File: src/rtl/core/mpq_pkg.sv
// Package for the min priority queue: field widths, opcode and status codes,
// and the command struct that the top level broadcasts to the cell row.
// No dependencies.
`timescale 1ns / 1ps
`default_nettype none

package mpq_pkg;

    localparam int VALUE_W = 32;
    localparam int COUNT_W = 7;

    typedef logic signed [VALUE_W-1:0] value_t;
    typedef logic [COUNT_W-1:0]        count_t;

    typedef enum logic
    {
        OP_INSERT = 1'b0,
        OP_REMOVE = 1'b1
    } op_t;

    typedef enum logic [1:0]
    {
        ST_DONE  = 2'd0,
        ST_EMPTY = 2'd1,
        ST_FULL  = 2'd2
    } status_t;

    // Command broadcast to every cell in the row
    typedef struct packed
    {
        logic ins;      // sorted insert of the new value
        logic del;      // drop the head, everything moves one cell left
    } cell_cmd_t;

endpackage

`default_nettype wire

File: src/rtl/core/mpq_cell.sv
// One cell of the sorted row: holds one value and trades it with its
// neighbors on insert and delete. Depends on mpq_pkg.
`timescale 1ns / 1ps
`default_nettype none

module mpq_cell
    import mpq_pkg::*;
(
    input  wire logic      clk,
    input  wire cell_cmd_t cmd,
    input  wire value_t    new_value,
    input  wire logic      occupied,     // this cell holds a live value
    input  wire logic      left_keep,    // left neighbor keeps its value
    input  wire value_t    left_value,
    input  wire value_t    right_value,
    output logic           keep,
    output value_t         value
);

    value_t value_reg;
    value_t value_next;

    // Stable order: equal values stay ahead of the new one
    assign keep  = occupied && (value_reg <= new_value);
    assign value = value_reg;

    // Next value: shift right on insert past this point, shift left on delete
    always_comb
    begin
        value_next = value_reg;
        if (cmd.ins)
        begin
            if (!keep)
            begin
                value_next = left_keep ? new_value : left_value;
            end
        end
        else if (cmd.del)
        begin
            value_next = right_value;
        end
    end

    always_ff @(posedge clk)
    begin
        value_reg <= value_next;
    end

endmodule

`default_nettype wire
File: config.mk
export PLATFORM = sky130hd
export DESIGN_NAME = mpq_cell
export DESIGN_NICKNAME = d
export VERILOG_FILES = /design/src/rtl/core/mpq_pkg.sv /design/src/rtl/core/mpq_cell.sv
export SDC_FILE = /design/constraint.sdc
export NUM_CORES = 1
export LEC_CHECK = 0
export BUFFER_PORTS_ARGS = -buffer_cell sky130_fd_sc_hd__buf_4
export CORE_ASPECT_RATIO = 1.75
export CORE_UTILIZATION = 46
export DETAILED_ROUTE_END_ITERATION = 10
export PLACE_DENSITY = 0.82
export SLEW_MARGIN = 10
export SYNTH_ARGS = -nofsm -noshare
export SYNTH_HDL_FRONTEND = slang
export SYNTH_SLANG_ARGS = --single-unit
File: constraint.sdc
create_clock -name clk -period 5.4 [get_ports clk]
set_input_delay 0.81 -clock clk [delete_from_list [all_inputs] [get_ports clk]]
set_output_delay 0.81 -clock clk [all_outputs]
set_load 0.02 [all_outputs]
==> impl_metrics.yaml <==
clocking:
  cts_tree: "built"
  cts_hold_buf: 0
  post_cts_buffers: 0
  clk_pin_slew_ns: 0.06
  cts_buffer_depth: 2
  cts_buffers: 5
  ctsResizeCount: 0
  cts-root-buf: "clkbuf_8"
  cts-htree-levels: 2
  clock_latency_ns: 0.29
  cts.sinks: 32
finish:
  num_antenna_cells: 0
  largest_reg_flops: 32
  drive_above_1_share_pct: 37.31
  multi_input_comb_area_sq_um: 1376
  layout_commonest_cell: "buf_4"
  nets: 518
  fill_cells: 441
  fin_area_sq_um: 3608
  layout_common_cells: "133 x buf_4, 43 x a21oi_1, 33 x inv_1, 33 x nor2_1"
  regArea_sq_um: 960.9
  area_growth_pct: 44.85
critical_path:
  reg2reg_slack_ns: 2.51
  crit_path_max_fanout: 2
  critPathArrivalTime_ns: 2.59
  criticalPathCategory: "primary input to output port"
  reg2reg_depth: 6
  end_kind: "output port"
  required_ns: 4.59
  start_kind: "primary input"
power:
  irDropWorstVdd_mv: 0.1584
  power_density_nw_per_um2: 217.2
  power_leakage_uw: 0.001839
  p_total_uw: 783.6
routing:
  routed_wl_mm: 6.480
  detail-route-antenna-nets: 0
  drt-initial-drc-count: 57
  viasPerCell: 5.397
  drc_errors: 11
  dr.pass1.iters: 7
  avgRoutedWirePerCell_microns: 14.69
  num_vias: 2380
place:
  dp_hpwl_mm: 5.176
  dpl_cell_area_sq_um: 3528
  gp_congestion: 0.8133
  portBuffers: 133
global_route:
  grt_max_degree: 68
  first_global_vias: 2367
  antenna_found_initial: 0
  overflow: 0
  track_usage_pct: 23.33
  grt_pass1_wl_mm: 10.07
timing:
  finClkSkew_ns: 0.004877
  setup_viol: 0
  period_share_pct: 62.99
  maxSlewHeadroom_pct: 26.83
  fmax_mhz: 294.0
  fin_crit_ns: 3.401
  finalHoldViolations: 0
  finalMaxSlewViolations: 0
  grt_setup_unrepaired: "no"
  finalSetupTns_ns: 0
  tightest_slew_ns: 1.098
die:
  die_w_microns: 57.63
  die-area_sq_um: 5726
  die_y_microns: 99.35
  floorplan.initialDensity_pct: 47.40
  placeableCoreArea_sq_um: 5255
  ios: 134
  num_rows: 35
flow_run:
  cap_violations: 0
yosys:
  synth_area_sq_um: 2491
  ys_warn_count: 0
  syn_nets: 389
  synth-main-ff-cell: "edfxtp_1"
  ys_seq_area_share_pct: 38.57
  synth_edf_count: 32
  synth_area_per_cell_sq_um: 9.731
  synthCells: 256
  yosysUniqueCellTypes: 33
  synthArstFlopShare_pct: 0
  ys_seq_elements: 32
run_status:
  violations: "design-rule violations"
  outcome: "complete, but fails checks"
hold_path:
  holdPathStages: 3
  hold_class: "primary input to register"
==> synthesized netlist by cell type, types with 2 or more instances <==
library cell,instances,area (sq um)
buf_1,3,11.26
nor4_1,2,12.51
a21oi_1,43,215.2
mux2i_1,32,320.3
nand3_1,5,25.02
nor2_1,33,123.9
ha_1,32,400.4
a21o_1,5,37.54
nand4_1,5,31.28
edfxtp_1,32,960.9
clkbuf_1,5,18.77
nand2_1,4,15.01
inv_1,33,123.9
buf_2,3,15.01
==> final cells by class <==
class / instances / area share (%)
Sequential cell: 32 / 26.63
Inverter: 33 / 3.433
Timing Repair Buffer: 133 / 27.67
Tap cell: 55 / 1.907
Clock buffer: 7 / 2.115
Clock inverter: 1 / 0.1040
Multi-Input combinational cell: 180 / 38.14
==> critical path: stages <==
cell and delay (ns):
buf_4 0.09, inv_1 0.03, ha_1 0.28, a21o_1 0.18
a2111o_1 0.41, nor4_1 0.42, a31o_1 0.23, buf_4 0.14
==> stage by stage <==
stage / std cells / utilization, % / hold WS, ns / worst slack, ns
detailed placement: 433 / 67.14 / 1.133 / 1.943
global placement: 433 / 67.14 / 1.126 / 1.984
CTS: 441 / 68.67 / 0.8359 / 1.993
finish: 441 / 68.67 / 0.8429 / 1.999
floorplan: 256 / - / 1.036 / 1.296
global route: 441 / 68.67 / 0.8414 / 1.887
==> final timing paths <==
| check | startpoint | endpoint |
|---|---|---|
| min | right_value[10] | value[10]$_DFFE_PP_ |
| max | new_value[29] | keep |
| max reg2reg | value[14]$_DFFE_PP_ | value[8]$_DFFE_PP_ |
| min reg2reg | value[31]$_DFFE_PP_ | value[27]$_DFFE_PP_ |
==> cell families after synthesis <==
group	share of synthesized area, %
mux	12.86
buf+inv	6.780
fa+ha+maj	16.07
compound gates	13.96
simple gates	11.75
flops	38.57
==> power breakdown <==
group / total (uW) / internal (uW) / switching (uW)
logic: 280 / 137 / 143
registers: 327 / 311 / 16.2
clock network: 177 / 89.6 / 87.0
total: 784 / 537 / 247
==> metal layers <==
metal	wire length (microns)	vias to the layer above	GRT usage, %	share of wire [%]
li1	-	1180	-	-
met1	2174	1106	21.82	34
met2	3762	85	46.96	58
met3	413	9	4.681	6.4
met4	130	0	8.630	2.0
met5	0	-	0	0
No activity file was read; power rests on OpenSTA's default activity.
